<file path="config.mk">
export PLATFORM = sky130hd
export DESIGN_NAME = gain_scheduled_pid
export DESIGN_NICKNAME = d
export VERILOG_FILES = /design/src/hw/rtl/gsp_pkg.sv /design/src/hw/rtl/gsp_ram.sv /design/src/hw/rtl/gsp_div.sv /design/src/hw/rtl/gsp_mul.sv /design/src/hw/rtl/gain_scheduled_pid.sv
export SDC_FILE = /design/constraint.sdc
export NUM_CORES = 2
export LEC_CHECK = 0
export BUFFER_PORTS_ARGS = -buffer_cell sky130_fd_sc_hd__buf_2
export CAP_MARGIN = 25
export CORE_MARGIN = 2
export CORE_UTILIZATION = 50
export CTS_BUF_LIST = sky130_fd_sc_hd__clkbuf_8
export DETAILED_ROUTE_END_ITERATION = 10
export PLACE_DENSITY = 0.73
export SLEW_MARGIN = 20
export SYNTH_ARGS = -nofsm -noshare
export SYNTH_HDL_FRONTEND = slang
export SYNTH_SLANG_ARGS = --single-unit
</file>
<file path="constraint.sdc">
create_clock -name clk -period 28.8 [get_ports clk]
set_input_delay 1.44 -clock clk [delete_from_list [all_inputs] [get_ports clk]]
set_output_delay 1.44 -clock clk [all_outputs]
set_load 0.02 [all_outputs]
</file>
<file path="src/hw/rtl/gsp_pkg.sv">
// Package for the gain-scheduled PID block: payload structs, field widths,
// register indexes and the request/response bundles of the serial units.
// No dependencies.
package gsp_pkg;

  localparam int PV_W       = 16;
  localparam int IDX_W      = 8;
  localparam int GAIN_W     = 32;
  localparam int DRIVE_W    = 32;
  localparam int ERR_W      = 17;
  localparam int DIFF_W     = 18;
  localparam int DERR_W     = 30;
  localparam int Q_W        = 13;
  localparam int SKIP_W     = 8;
  localparam int SK10_W     = 12;
  localparam int LIM_W      = 31;
  localparam int GSU_W      = 4;
  localparam int CFG_IDX_W  = 3;
  localparam int CFG_DATA_W = 32;
  localparam int MUL_STEPS  = 16;
  localparam int DIV_STEPS  = 13;

  localparam logic [CFG_IDX_W-1:0] CFG_TARGET         = 3'd0;
  localparam logic [CFG_IDX_W-1:0] CFG_INTEGRAL_LIMIT = 3'd1;
  localparam logic [CFG_IDX_W-1:0] CFG_OVERRIDE_KC    = 3'd2;
  localparam logic [CFG_IDX_W-1:0] CFG_OVERRIDE_KD    = 3'd3;
  localparam logic [CFG_IDX_W-1:0] CFG_OVERRIDE_KI    = 3'd4;
  localparam logic [CFG_IDX_W-1:0] CFG_GAIN_SETS      = 3'd5;

  localparam logic KIND_TICK = 1'b0;
  localparam logic KIND_LOAD = 1'b1;

  typedef struct packed {
    logic                     kind;
    logic [PV_W-1:0]          process_value;
    logic [IDX_W-1:0]         gain_index;
    logic signed [GAIN_W-1:0] load_kc;
    logic signed [GAIN_W-1:0] load_kd;
    logic signed [GAIN_W-1:0] load_ki;
  } in_t;

  typedef struct packed {
    logic signed [DRIVE_W-1:0] drive;
    logic                      skipped;
  } out_t;

  typedef struct packed {
    logic              start;
    logic [GAIN_W-1:0] quantity;
    logic [GAIN_W-1:0] gain;
  } mul_req_t;

  typedef struct packed {
    logic              busy;
    logic [GAIN_W-1:0] term;
    logic [GAIN_W-1:0] raw;
  } mul_rsp_t;

  typedef struct packed {
    logic              start;
    logic [Q_W-1:0]    dividend;
    logic [SKIP_W-1:0] divisor;
  } div_req_t;

  typedef struct packed {
    logic           busy;
    logic [Q_W-1:0] quotient;
  } div_rsp_t;

endpackage

</file>
<file path="src/hw/rtl/gsp_ram.sv">
// Generic single-write, single-read RAM with registered read data.
// No dependencies.
module gsp_ram #(
  parameter int WIDTH = 96,
  parameter int DEPTH = 8
) (
  input  logic                                   clk,
  input  logic                                   we,
  input  logic [((DEPTH > 1) ? $clog2(DEPTH) : 1)-1:0] waddr,
  input  logic [WIDTH-1:0]                       wdata,
  input  logic                                   re,
  input  logic [((DEPTH > 1) ? $clog2(DEPTH) : 1)-1:0] raddr,
  output logic [WIDTH-1:0]                       rdata
);

  logic [WIDTH-1:0] mem_r [DEPTH];
  logic [WIDTH-1:0] rdata_r;

  always_ff @(posedge clk) begin
    if (we) begin
      mem_r[waddr] <= wdata;
    end
    if (re) begin
      rdata_r <= mem_r[raddr];
    end
  end

  assign rdata = rdata_r;

endmodule

</file>
<file path="src/hw/rtl/gsp_div.sv">
// Bit-serial restoring divider: one quotient bit per cycle.
// Depends on gsp_pkg.
module gsp_div (
  input  logic              clk,
  input  logic              rst_n,
  input  gsp_pkg::div_req_t req,
  output gsp_pkg::div_rsp_t rsp
);

  localparam int CNT_W = $clog2(gsp_pkg::DIV_STEPS);
  localparam logic [CNT_W-1:0] LAST = CNT_W'(gsp_pkg::DIV_STEPS - 1);

  typedef enum logic {D_IDLE, D_RUN} dstate_t;

  dstate_t                         state_r;
  logic [CNT_W-1:0]                cnt_r;
  logic [gsp_pkg::Q_W-1:0]         quo_r;
  logic [gsp_pkg::SKIP_W-1:0]      rem_r;
  logic [gsp_pkg::SKIP_W-1:0]      d_r;
  logic [gsp_pkg::SKIP_W:0]        trial;
  logic [gsp_pkg::SKIP_W:0]        rem_nxt;
  logic                            ge;

  always_comb begin
    trial   = {rem_r, quo_r[gsp_pkg::Q_W-1]};
    ge      = (trial >= {1'b0, d_r});
    rem_nxt = ge ? (trial - {1'b0, d_r}) : trial;
  end

  always_ff @(posedge clk) begin
    if (!rst_n) begin
      state_r <= D_IDLE;
      cnt_r   <= '0;
    end else begin
      case (state_r)
        D_IDLE: begin
          if (req.start) begin
            quo_r   <= req.dividend;
            d_r     <= req.divisor;
            rem_r   <= '0;
            cnt_r   <= '0;
            state_r <= D_RUN;
          end
        end
        D_RUN: begin
          rem_r <= rem_nxt[gsp_pkg::SKIP_W-1:0];
          quo_r <= {quo_r[gsp_pkg::Q_W-2:0], ge};
          cnt_r <= cnt_r + 1'b1;
          if (cnt_r == LAST) begin
            state_r <= D_IDLE;
          end
        end
        default: state_r <= D_IDLE;
      endcase
    end
  end

  assign rsp.busy     = (state_r != D_IDLE);
  assign rsp.quotient = quo_r;

endmodule

</file>
<file path="src/hw/rtl/gsp_mul.sv">
// Serial sign-magnitude multiplier, two multiplier bits per cycle.
// Returns the product scaled by 2^-16 (toward zero) and the unscaled low word.
// Depends on gsp_pkg.
module gsp_mul (
  input  logic              clk,
  input  logic              rst_n,
  input  gsp_pkg::mul_req_t req,
  output gsp_pkg::mul_rsp_t rsp
);

  localparam int W     = gsp_pkg::GAIN_W;
  localparam int CNT_W = $clog2(gsp_pkg::MUL_STEPS);
  localparam logic [CNT_W-1:0] LAST = CNT_W'(gsp_pkg::MUL_STEPS - 1);

  typedef enum logic [1:0] {M_IDLE, M_TRIPLE, M_RUN} mstate_t;

  mstate_t          state_r;
  logic [CNT_W-1:0] cnt_r;
  logic             neg_r;
  logic [W-1:0]     m_r;
  logic [W+1:0]     m3_r;
  logic [W+1:0]     h_r;
  logic [W-1:0]     l_r;
  logic [W+1:0]     addend;
  logic [W+2:0]     sum;
  logic [2*W+2:0]   cat;
  logic [W-1:0]     scaled;

  always_comb begin
    case (l_r[1:0])
      2'd0:    addend = '0;
      2'd1:    addend = {2'b00, m_r};
      2'd2:    addend = {1'b0, m_r, 1'b0};
      default: addend = m3_r;
    endcase
    sum    = {1'b0, h_r} + {1'b0, addend};
    cat    = {sum, l_r};
    scaled = {h_r[15:0], l_r[W-1:16]};
  end

  always_ff @(posedge clk) begin
    if (!rst_n) begin
      state_r <= M_IDLE;
      cnt_r   <= '0;
    end else begin
      case (state_r)
        M_IDLE: begin
          if (req.start) begin
            m_r     <= req.gain[W-1] ? (~req.gain + 1'b1) : req.gain;
            l_r     <= req.quantity[W-1] ? (~req.quantity + 1'b1) : req.quantity;
            neg_r   <= req.gain[W-1] ^ req.quantity[W-1];
            h_r     <= '0;
            state_r <= M_TRIPLE;
          end
        end
        M_TRIPLE: begin
          m3_r    <= {2'b00, m_r} + {1'b0, m_r, 1'b0};
          cnt_r   <= '0;
          state_r <= M_RUN;
        end
        M_RUN: begin
          h_r   <= {1'b0, cat[2*W+2:W+2]};
          l_r   <= cat[W+1:2];
          cnt_r <= cnt_r + 1'b1;
          if (cnt_r == LAST) begin
            state_r <= M_IDLE;
          end
        end
        default: state_r <= M_IDLE;
      endcase
    end
  end

  assign rsp.busy = (state_r != M_IDLE);
  assign rsp.term = neg_r ? (~scaled + 1'b1) : scaled;
  assign rsp.raw  = neg_r ? (~l_r + 1'b1) : l_r;

endmodule

</file>
<file path="src/hw/rtl/gain_scheduled_pid.sv">
// Top level of the gain-scheduled PID step: config registers, gain table,
// sequencer, the shared serial multiplier and the serial divider.
// Depends on gsp_pkg, gsp_ram, gsp_div, gsp_mul.
//
//   channel  | ports                       | payload
//   ---------+-----------------------------+------------------------------
//   in       | in_valid / in_ready         | in_data  (gsp_pkg::in_t)
//   out      | out_valid / out_ready       | out_data (gsp_pkg::out_t)
//   cfg      | cfg_valid / cfg_ready       | cfg_index, cfg_data
//
// A load item or a skipped tick passes from the idle state through the done state
// to the output register. A computed tick makes four passes through the radix-4
// serial multiplier (derivative scale, then the three gain terms); the divider
// for the integral runs alongside the first pass. One item at a time; the next
// is taken while a result waits in the output register. Synchronous active-low
// reset; cfg_ready is always high.
module gain_scheduled_pid #(
  parameter int GAIN_SETS = 8
) (
  input  logic                                 clk,
  input  logic                                 rst_n,
  input  logic                                 in_valid,
  output logic                                 in_ready,
  input  gsp_pkg::in_t                         in_data,
  output logic                                 out_valid,
  input  logic                                 out_ready,
  output gsp_pkg::out_t                        out_data,
  input  logic                                 cfg_valid,
  output logic                                 cfg_ready,
  input  logic [gsp_pkg::CFG_IDX_W-1:0]        cfg_index,
  input  logic [gsp_pkg::CFG_DATA_W-1:0]       cfg_data
);

  localparam int AW  = (GAIN_SETS > 1) ? $clog2(GAIN_SETS) : 1;
  localparam int GW  = gsp_pkg::GAIN_W;
  localparam int RW  = 3 * GW;
  localparam logic [gsp_pkg::IDX_W:0] GS_LIM = (gsp_pkg::IDX_W + 1)'(GAIN_SETS);

  localparam logic [1:0] PASS_DSCALE = 2'd0;
  localparam logic [1:0] PASS_PROP   = 2'd1;
  localparam logic [1:0] PASS_DERIV  = 2'd2;
  localparam logic [1:0] PASS_INTEG  = 2'd3;

  typedef enum logic [1:0] {S_IDLE, S_MSTART, S_MWAIT, S_DONE} state_t;

  state_t                              state_r;
  logic [1:0]                          pass_r;
  logic                                out_valid_r;
  gsp_pkg::out_t                       out_r;
  logic [GW-1:0]                       res_drive_r;
  logic                                res_skip_r;

  logic [gsp_pkg::PV_W-1:0]            sp_r;
  logic [gsp_pkg::LIM_W-1:0]           lim_r;
  logic [GW-1:0]                       ovr_kc_r;
  logic [GW-1:0]                       ovr_kd_r;
  logic [GW-1:0]                       ovr_ki_r;
  logic [gsp_pkg::GSU_W-1:0]           gsu_r;

  logic [GW-1:0]                       int_acc_r;
  logic [gsp_pkg::ERR_W-1:0]           last_err_r;
  logic [gsp_pkg::SKIP_W-1:0]          skip_r;

  logic [gsp_pkg::ERR_W-1:0]           err_r;
  logic [gsp_pkg::DERR_W-1:0]          derr_r;
  logic [GW-1:0]                       kc_r;
  logic [GW-1:0]                       kd_r;
  logic [GW-1:0]                       ki_r;
  logic [GW-1:0]                       sum_r;

  logic                                in_xfer;
  logic                                idx_in_table;
  logic                                idx_usable;
  logic                                tick_skip;
  logic [gsp_pkg::ERR_W-1:0]           err_nxt;
  logic                                ovr_any;
  logic [RW-1:0]                       ram_rdata;
  logic [RW-1:0]                       ram_wdata;
  logic                                ram_we;
  logic                                ram_re;

  logic [gsp_pkg::PV_W-1:0]            err_mag;
  logic [gsp_pkg::PV_W+4:0]            err_x25;
  logic [gsp_pkg::DIFF_W-1:0]          diff;
  logic [gsp_pkg::SK10_W-1:0]          skip10;
  logic [gsp_pkg::Q_W:0]               int_delta;
  logic [GW:0]                         acc_sum;
  logic [GW:0]                         lim_pos;
  logic [GW:0]                         lim_neg;
  logic [GW-1:0]                       acc_nxt;

  gsp_pkg::mul_req_t                   mul_req;
  gsp_pkg::mul_rsp_t                   mul_rsp;
  gsp_pkg::div_req_t                   div_req;
  gsp_pkg::div_rsp_t                   div_rsp;

  assign in_ready  = (state_r == S_IDLE);
  assign in_xfer   = in_valid && in_ready;
  assign cfg_ready = 1'b1;
  assign out_valid = out_valid_r;
  assign out_data  = out_r;

  always_comb begin
    idx_in_table = ({1'b0, in_data.gain_index} < GS_LIM);
    idx_usable   = idx_in_table &&
                   ({{(gsp_pkg::IDX_W - gsp_pkg::GSU_W){1'b0}}, gsu_r} > in_data.gain_index);
    tick_skip    = (in_data.process_value == '0) || !idx_usable;
    err_nxt      = {1'b0, sp_r} - {1'b0, in_data.process_value};
    ovr_any      = (ovr_kc_r != '0) || (ovr_kd_r != '0) || (ovr_ki_r != '0);
    ram_we       = in_xfer && (in_data.kind == gsp_pkg::KIND_LOAD) && idx_in_table;
    ram_re       = in_xfer && (in_data.kind == gsp_pkg::KIND_TICK);
    ram_wdata    = {in_data.load_kc, in_data.load_kd, in_data.load_ki};
  end

  gsp_ram #(
    .WIDTH (RW),
    .DEPTH (GAIN_SETS)
  ) u_gain_ram (
    .clk   (clk),
    .we    (ram_we),
    .waddr (in_data.gain_index[AW-1:0]),
    .wdata (ram_wdata),
    .re    (ram_re),
    .raddr (in_data.gain_index[AW-1:0]),
    .rdata (ram_rdata)
  );

  always_comb begin
    err_mag   = err_r[gsp_pkg::ERR_W-1] ? gsp_pkg::PV_W'(~err_r + 1'b1)
                                        : err_r[gsp_pkg::PV_W-1:0];
    err_x25   = {1'b0, err_mag, 4'b0} + {2'b0, err_mag, 3'b0} + {5'b0, err_mag};
    diff      = {err_r[gsp_pkg::ERR_W-1], err_r} -
                {last_err_r[gsp_pkg::ERR_W-1], last_err_r};
    skip10    = {1'b0, skip_r, 3'b0} + {3'b0, skip_r, 1'b0};

    int_delta = err_r[gsp_pkg::ERR_W-1] ? (~{1'b0, div_rsp.quotient} + 1'b1)
                                        : {1'b0, div_rsp.quotient};
    acc_sum   = {int_acc_r[GW-1], int_acc_r} +
                {{(GW - gsp_pkg::Q_W){int_delta[gsp_pkg::Q_W]}}, int_delta};
    lim_pos   = {2'b00, lim_r};
    lim_neg   = ~lim_pos + 1'b1;
    if ($signed(acc_sum) > $signed(lim_pos)) begin
      acc_nxt = lim_pos[GW-1:0];
    end else if ($signed(acc_sum) < $signed(lim_neg)) begin
      acc_nxt = lim_neg[GW-1:0];
    end else begin
      acc_nxt = acc_sum[GW-1:0];
    end
  end

  always_comb begin
    mul_req.start = (state_r == S_MSTART);
    case (pass_r)
      PASS_DSCALE: begin
        mul_req.quantity = {{(GW - gsp_pkg::DIFF_W){diff[gsp_pkg::DIFF_W-1]}}, diff};
        mul_req.gain     = {{(GW - gsp_pkg::SK10_W){1'b0}}, skip10};
      end
      PASS_PROP: begin
        mul_req.quantity = {{(GW - gsp_pkg::ERR_W){err_r[gsp_pkg::ERR_W-1]}}, err_r};
        mul_req.gain     = kc_r;
      end
      PASS_DERIV: begin
        mul_req.quantity = {{(GW - gsp_pkg::DERR_W){derr_r[gsp_pkg::DERR_W-1]}}, derr_r};
        mul_req.gain     = kd_r;
      end
      default: begin
        mul_req.quantity = int_acc_r;
        mul_req.gain     = ki_r;
      end
    endcase
    div_req.start    = (state_r == S_MSTART) && (pass_r == PASS_DSCALE);
    div_req.dividend = err_x25[gsp_pkg::PV_W+4:8];
    div_req.divisor  = skip_r;
  end

  gsp_mul u_mul (
    .clk   (clk),
    .rst_n (rst_n),
    .req   (mul_req),
    .rsp   (mul_rsp)
  );

  gsp_div u_div (
    .clk   (clk),
    .rst_n (rst_n),
    .req   (div_req),
    .rsp   (div_rsp)
  );

  always_ff @(posedge clk) begin
    if (!rst_n) begin
      state_r     <= S_IDLE;
      pass_r      <= PASS_DSCALE;
      out_valid_r <= 1'b0;
      sp_r        <= '0;
      lim_r       <= '0;
      ovr_kc_r    <= '0;
      ovr_kd_r    <= '0;
      ovr_ki_r    <= '0;
      gsu_r       <= '0;
      int_acc_r   <= '0;
      last_err_r  <= '0;
      skip_r      <= gsp_pkg::SKIP_W'(1);
    end else begin
      if (cfg_valid && cfg_ready) begin
        case (cfg_index)
          gsp_pkg::CFG_TARGET:         sp_r     <= cfg_data[gsp_pkg::PV_W-1:0];
          gsp_pkg::CFG_INTEGRAL_LIMIT: lim_r    <= cfg_data[gsp_pkg::LIM_W-1:0];
          gsp_pkg::CFG_OVERRIDE_KC:    ovr_kc_r <= cfg_data;
          gsp_pkg::CFG_OVERRIDE_KD:    ovr_kd_r <= cfg_data;
          gsp_pkg::CFG_OVERRIDE_KI:    ovr_ki_r <= cfg_data;
          gsp_pkg::CFG_GAIN_SETS:      gsu_r    <= cfg_data[gsp_pkg::GSU_W-1:0];
          default: ;
        endcase
      end

      if (state_r == S_DONE && (!out_valid_r || out_ready)) begin
        out_valid_r <= 1'b1;
      end else if (out_ready) begin
        out_valid_r <= 1'b0;
      end

      case (state_r)
        S_IDLE: begin
          if (in_xfer) begin
            res_drive_r <= '0;
            res_skip_r  <= 1'b1;
            pass_r      <= PASS_DSCALE;
            err_r       <= err_nxt;
            if (in_data.kind == gsp_pkg::KIND_LOAD) begin
              state_r <= S_DONE;
            end else if (tick_skip) begin
              if (skip_r != {gsp_pkg::SKIP_W{1'b1}}) begin
                skip_r <= skip_r + 1'b1;
              end
              state_r <= S_DONE;
            end else begin
              state_r <= S_MSTART;
            end
          end
        end
        S_MSTART: begin
          if (pass_r == PASS_DSCALE) begin
            kc_r <= ovr_any ? ovr_kc_r : ram_rdata[RW-1:2*GW];
            kd_r <= ovr_any ? ovr_kd_r : ram_rdata[2*GW-1:GW];
            ki_r <= ovr_any ? ovr_ki_r : ram_rdata[GW-1:0];
          end
          state_r <= S_MWAIT;
        end
        S_MWAIT: begin
          if (!mul_rsp.busy && !div_rsp.busy) begin
            case (pass_r)
              PASS_DSCALE: begin
                derr_r     <= mul_rsp.raw[gsp_pkg::DERR_W-1:0];
                int_acc_r  <= acc_nxt;
                last_err_r <= err_r;
                skip_r     <= gsp_pkg::SKIP_W'(1);
                pass_r     <= PASS_PROP;
                state_r    <= S_MSTART;
              end
              PASS_PROP: begin
                sum_r   <= mul_rsp.term;
                pass_r  <= PASS_DERIV;
                state_r <= S_MSTART;
              end
              PASS_DERIV: begin
                sum_r   <= sum_r + mul_rsp.term;
                pass_r  <= PASS_INTEG;
                state_r <= S_MSTART;
              end
              default: begin
                res_drive_r <= sum_r + mul_rsp.term;
                res_skip_r  <= 1'b0;
                state_r     <= S_DONE;
              end
            endcase
          end
        end
        S_DONE: begin
          if (!out_valid_r || out_ready) begin
            state_r <= S_IDLE;
          end
        end
        default: state_r <= S_IDLE;
      endcase
    end
  end

  always_ff @(posedge clk) begin
    if (state_r == S_DONE && (!out_valid_r || out_ready)) begin
      out_r.drive   <= res_drive_r;
      out_r.skipped <= res_skip_r;
    end
  end

endmodule

</file>
* Word-level counts from Yosys, hierarchy flattened
Memory sizes are Yosys's and may differ from the RTL's. A register that Yosys moved wholly into a read port is not among the register bits.
Index checks and enable logic that the tools add are counted.
** Word-level totals
- Register bits after elaboration :: 623
- Memory bits (writable) :: 768
- Input port bits :: 161
- Output and inout port bits :: 36
- Logic and storage cells :: 215
- Memories kept :: 1
** Memory list
- u_gain_ram.mem_r :: depth 8, width 96, rd ports 1, clocked after Yosys merged registers in 1, wr ports 1, line gsp_ram.sv:16 : logic [WIDTH-1:0] mem_r [DEPTH];
** Cells by class
- $add $sub $neg :: 20
- $lt $le $gt $ge :: 5
- Eq/ne operators :: 29
- Multiplexer cells :: 62
- Bitwise gates (word level) :: 10
- Reduce and logical (&&, ||, !) cells :: 53
** Operators by type and width (number)
- 32-bit 2-to-1 mux :: 11
- 32-bit one-hot mux with 2 select lines :: 3
- 64-bit one-hot mux with 3 select lines :: 1
- 34-bit one-hot mux with 3 select lines :: 1
- 32-bit by 1-bit adder with 32-bit output (second input constant) :: 3
- 32-bit inverter :: 3
- 32-bit nonzero test :: 3
- 34-bit one-hot mux with 2 select lines :: 1
- 8-bit 2-to-1 mux :: 8
- 34-bit by 34-bit adder with 35-bit output :: 1
- 32-bit by 33-bit adder with 34-bit output :: 1
- 34-bit 2-to-1 mux :: 1
- 32-bit by 14-bit adder with 33-bit output :: 1
- 33-bit by 1-bit adder with 33-bit output (second input constant) :: 1
- 33-bit by 32-bit > comparator with 1-bit output :: 1
- 33-bit less-than comparator :: 1
- 31-bit inverter with 33-bit output :: 1
- 32-bit adder :: 1
- 8-bit one-hot mux with 2 select lines :: 2
- 31-bit 2-to-1 mux :: 1
- 30-bit by 1-bit adder with 30-bit output (second input constant) :: 1
- 30-bit 2-to-1 mux :: 1
- 30-bit inverter :: 1
- 13-bit one-hot mux with 2 select lines :: 1
- other kinds (51) :: 129

* Logic depth before layout (Yosys ltp)
- Word-level depth :: 8
- Mapped depth :: 30
- Depth with buffers taken out :: 29

* Hierarchy
From an unflattened synthesis, not the netlist that was laid out.
** Unflattened totals
- Cells, all modules :: 5535
- Area total of the unflattened synthesis :: 72246.8 um^2
** By module, submodules not included
- gsp_ram :: instances 1, cells each 1219, area an instance 31766.7 um^2, seq. area each 25944.9 um^2
- gain_scheduled_pid :: instances 1, cells each 2895, area an instance 27302.4 um^2, seq. area each 11421.0 um^2
- gsp_mul :: instances 1, cells each 1271, area an instance 11355.9 um^2, seq. area each 4083.9 um^2
- gsp_div :: instances 1, cells each 150, area an instance 1821.7 um^2, seq. area each 970.9 um^2

* Worst setup path before layout
No wires, ideal clock.
- Path kind :: input-to-reg
- From :: input port in_data[102] in the netlist's numbering
- To :: memory u_gain_ram.mem_r[5][0], enable pin
- Library setup time :: 0.821 ns
- Arrival :: 12.180 ns
- Required time :: 27.979 ns
- Setup slack :: 15.798 ns
- Stages on the path :: 4
- Path buffers :: 0
- Cells stage by stage :: or4_1 -> nor2_1 -> nand4_1 -> nor4b_1
** Between the ends
- Cells in the longest elaborated chain, start to end :: 4
** Ends and longest elaborated chain
- start: declaration :: line gain_scheduled_pid.sv:24 : input gsp_pkg::in_t in_data,
- 8-bit by 4-bit less-than comparator with 1-bit output :: line gain_scheduled_pid.sv:104 : idx_in_table = ({1'b0, in_data.gain_index} < GS_LIM);
- 1-bit logical AND :: line gain_scheduled_pid.sv:110 : ram_we = in_xfer && (in_data.kind == gsp_pkg::KIND_LOAD) && idx_in_table;
- 1-bit 2-to-1 mux :: line gsp_ram.sv:20 : if (we) begin
- 1-bit 2-to-1 mux (not written as such) :: line gsp_ram.sv:21 : mem_r[waddr] <= wdata;
- end: declaration :: line gsp_ram.sv:16
Every way passes these cells.

* Worst setup path after layout
- From :: register u_div.quo_r[8] in the netlist's numbering
- To :: register int_acc_r[8]
** Between the ends
- Cells in the longest elaborated chain, start to end :: 7
- Elaborated cells on any way between the ends :: 8
- Classes of those cells :: 2 x add/sub; 2 x order compare; 3 x mux; 1 x bitwise
** Ends and longest elaborated chain
- start: declaration :: line gsp_div.sv:17 : logic [gsp_pkg::Q_W-1:0] quo_r;
- start signal: assignment :: line gsp_div.sv:38 : quo_r <= req.dividend;
- start signal: assignment :: line gsp_div.sv:47 : quo_r <= {quo_r[gsp_pkg::Q_W-2:0], ge};
- 13-bit inverter with 14-bit output :: line gain_scheduled_pid.sv:136 : int_delta = err_r[gsp_pkg::ERR_W-1] ? (~{1'b0, div_rsp.quotient} + 1'b1)
- 14-bit by 1-bit adder with 14-bit output :: line gain_scheduled_pid.sv:136
- 14-bit 2-to-1 mux (*) :: line gain_scheduled_pid.sv:136
- 32-bit by 14-bit adder with 33-bit output (*) :: line gain_scheduled_pid.sv:138 : acc_sum = {int_acc_r[GW-1], int_acc_r} +
- 33-bit less-than comparator :: line gain_scheduled_pid.sv:144 : end else if ($signed(acc_sum) < $signed(lim_neg)) begin
- 32-bit 2-to-1 mux :: line gain_scheduled_pid.sv:144
- 32-bit 2-to-1 mux (*) :: line gain_scheduled_pid.sv:142 : if ($signed(acc_sum) > $signed(lim_pos)) begin
- end signal: assignment :: line gain_scheduled_pid.sv:255 : int_acc_r <= acc_nxt;
- end: declaration :: line gain_scheduled_pid.sv:60 : logic [GW-1:0] int_acc_r;
Mark *: on every way between the ends. The rest lies on a longest branch, timed or not.
A chain may end at the register's enable or synchronous reset.

==> impl_metrics.json <==
{
  "status": "complete, no violations",
  "seq_area_frac_synth": 0.611,
  "finalSetupViolations": 0,
  "rrSetupSlack_ns": 21.37,
  "yosysUniqueCellTypes": 94,
  "cts_hold_buffers": 0,
  "setup-tns-final_ns": 0,
  "place_hpwl_um": 124000,
  "grt_pass1_vias": 46000,
  "die_area_um2": 142000,
  "start_util": 0.504,
  "fillers": 11200,
  "slew_headroom": 0.288,
  "cp-endpoint": "int_acc_r[8]$_SDFFE_PN0P_",
  "clockBufferDepth": 3,
  "routed_via_density": 6.05,
  "clock-sinks": 1486,
  "netlist_area_um2": 69400,
  "synth_enable_flop_cells": 1266,
  "rr_startpoint": "u_div.quo_r[8]$_DFFE_PP_",
  "die_h_um": 377,
  "drc": 0,
  "ys_warn_count": 0,
  "fin_ws_ns": 21.37,
  "final_nets": 6368,
  "pre_cts_slack_ns": 21.39,
  "portBuffers": 195,
  "area_growth_pct": 11.1,
  "async_flop_share": 0,
  "hold_violations": 0,
  "grt.total_usage": 0.262,
  "finalCriticalPeriod_ns": 7.43,
  "postCtsSetupRepairBufs": 0,
  "tightest_slew_ns": 1.07,
  "dieWidth_um": 377,
  "clkLatencyLatePin_ns": 1.00,
  "max_stage_delay_ns": 0.75,
  "cp_max_fo": 29,
  "synth_flop_cell": "edfxtp_1",
  "cts-root-buf": "clkbuf_8",
  "grt_pass1_wl_um": 282000,
  "reg2regPathDepth": 22,
  "p_per_area_nw_per_um2": 74.0,
  "hp-class": "reg -> reg",
  "clock_skew_ns": 0.0839,
  "rows": 136,
  "drt_first_pass_iters": 6,
  "peakVddDrop_mv": 0.0798,
  "cp-end-kind": "flop",
  "ctsResizeCount": 0,
  "path_cells": "or4_1 -> or2_2 -> o41a_1 -> ha_1 -> a21o_1 -> a21o_1 -> a221oi_1 -> o211a_1 -> o21ai_0 -> o31a_1 -> xnor2_1 -> inv_1 -> ha_1 -> a21oi_1 -> nor2_1 -> a221o_1 -> a211oi_1 -> a22oi_1 -> o21ai_4 -> buf_4 -> mux2i_1 -> o22ai_1",
  "wl_per_cell_um": 23.8,
  "rsz0062_at_grt": "no",
  "cts_buffers": 230,
  "syn-num-nets": 6131,
  "mostFrequentLayoutCells": "edfxtp_1, nand2_1, a22oi_1, inv_1, ha_1",
  "post-route-period-util": 0.258,
  "startpoint": "u_div.quo_r[8]$_DFFE_PP_",
  "place_congestion": 0.971,
  "core-area_um2": 138000,
  "cap_violations": 0,
  "critPathSlowestCell": "o41a_1",
  "final_common_cell": "edfxtp_1",
  "ys_ff_latch": 1486,
  "max_freq_mhz": 135,
  "io-pin-count": 197,
  "synth_cells": 5669,
  "vias": 47900,
  "drt-initial-drc-count": 5012,
  "grt_start_max_net_pins": 97,
  "wl_um": 188000,
  "critPathArrivalTime_ns": 8.26,
  "crit_required_ns": 29.63,
  "htree_levels": 4,
  "cts_tree": "yes",
  "syn_avg_cell_area_um2": 12.2,
  "critical_path_class": "reg -> reg",
  "antenna_found_initial": 32,
  "ant_nets": 0,
  "r2r_end": "int_acc_r[8]$_SDFFE_PN0P_",
  "grt_overflow": 0,
  "drive_above_1_share": 0.109,
  "drv_slew": 0,
  "clkTransAtPathRegs_ns": 0.07,
  "power.leakage_nw": 28.1,
  "cp-start-kind": "flop"
}
==> sequential cells by signal, summed over array words and instances (netlist names), 33 cells and up <==
| name | flops |
|---|---|
| u_gain_ram.mem_r | 768 |
| u_gain_ram.rdata | 96 |
| u_mul.h_r | 33 |
| out_data | 33 |
| u_mul.m3_r | 34 |
==> per-stage QoR <==
step | area (um2) | cells | util | hold WS, ns | power, mW
after CTS | 77000 | 7895 | 0.559 | 0.418 | 5.71
after detailed placement | 72400 | 7465 | 0.526 | 0.405 | 3.97
after global routing | 77100 | 7902 | 0.560 | 0.424 | 5.98
final | 77100 | 7912 | 0.560 | 0.416 | 5.71
after global placement | 72400 | 7464 | 0.526 | 0.402 | 3.94
after floorplan | 69400 | 5669 | - | 0.400 | 3.58
==> cells in the mapped netlist (12+ instances only) <==
library cell     n  area, um2
a211oi_1        16        120
a21boi_0       178       1340
nor3_1          52        260
dfxtp_1        220       4400
o21a_1          39        293
inv_1          222        833
a21o_1         181       1360
o22ai_1         12       75.1
a221oi_1        17        149
nor4_1          50        313
mux2i_1         58        581
nand2b_1        54        338
edfxtp_1      1266      38000
a22o_1          17        149
clkbuf_1       220        826
or4_1           17        128
xor2_1          84        736
nand3_1         58        290
nor2b_1         53        332
nor2_1         248        931
a221o_1         28        280
buf_2           13       65.1
mux2_2          20        225
and2_1          27        169
fa_1            20        400
o21ai_1         12       60.1
and3_1          28        175
o21ai_0        239       1200
or3_1           27        169
o31ai_1         36        270
xnor2_1        225       1970
nand2_1        614       2300
ha_1           281       3520
a31oi_1         30        188
buf_1           29        109
a22oi_1        425       3190
a21oi_1        216       1080
nand4_1        136        851
or2_2           23        144
o21bai_1        24        180
==> per-layer routing <==
layer / GRT usage / wire length, um / up-vias
met5: 0 / 264 / -
met1: 0.349 / 76900 / 23300
met4: 0.114 / 7730 / 40
met3: 0.0541 / 15800 / 438
li1: - / - / 21900
met2: 0.418 / 87600 / 2132
==> how the worst min path moves through the flow <==
stage                                   endpoint  slack, ns  cells after the start                          start
final                     out_data[29]$_DFFE_PP_       0.42                      0  res_drive_r[28]$_SDFFCE_PN0P_
after global routing       out_data[5]$_DFFE_PP_       0.42                      0   res_drive_r[4]$_SDFFCE_PN0P_
after CTS                 out_data[29]$_DFFE_PP_       0.42                      0  res_drive_r[28]$_SDFFCE_PN0P_
after detailed placement  out_data[11]$_DFFE_PP_       0.40                      0  res_drive_r[10]$_SDFFCE_PN0P_
after global placement     out_data[3]$_DFFE_PP_       0.40                      0   res_drive_r[2]$_SDFFCE_PN0P_
after floorplan            out_data[0]$_DFFE_PP_       0.40                      0           res_skip_r$_DFFE_PP_
==> final cells by class <==
cell class                 count  area [um2]  share of cell area
sequential                  1486       42400               0.550
antenna                       14        35.0            0.000454
tap                         1794        2240              0.0291
timing repair buffer         272        1610              0.0209
clock inverter               182        1240              0.0161
multi-input combinational   3690       25300               0.328
inverter                     226         848              0.0110
clock buffer                 248        3410              0.0443
==> power by group <==
group	leakage [nW]	total [mW]	switching (mW)	internal (mW)
Sequential	13.3	2.51	0.0713	2.44
Clock	2.65	1.75	0.870	0.883
Combinational	12.2	1.44	0.865	0.575
==> worst max-delay path, delay by kind of cell, from the launching register on <==
family,cells,cell delay (ns)
xor gates and xnor gates,1,0.20
adders and majority gates,2,0.83
DFF,1,0.44
and+or+nand+nor,3,0.94
AOI/OAI and AO/OA,13,3.96
muxes,1,0.25
buffers and inverters,2,0.61
==> cell families (layout without fill, tap and decap cells) <==
family                     Yosys count  after routing  share of synthesized area
and+or+nand+nor                   1422           1422                     0.0970
DFF                               1486           1486                      0.611
xor gates and xnor gates           310            310                     0.0393
AOI/OAI and AO/OA                 1577           1577                      0.157
other                                1             15                  0.0000540
buffers and inverters              493            928                     0.0272
muxes                               78             78                     0.0116
adders and majority gates          302            302                     0.0566
(Power assumes the default switching activity.)
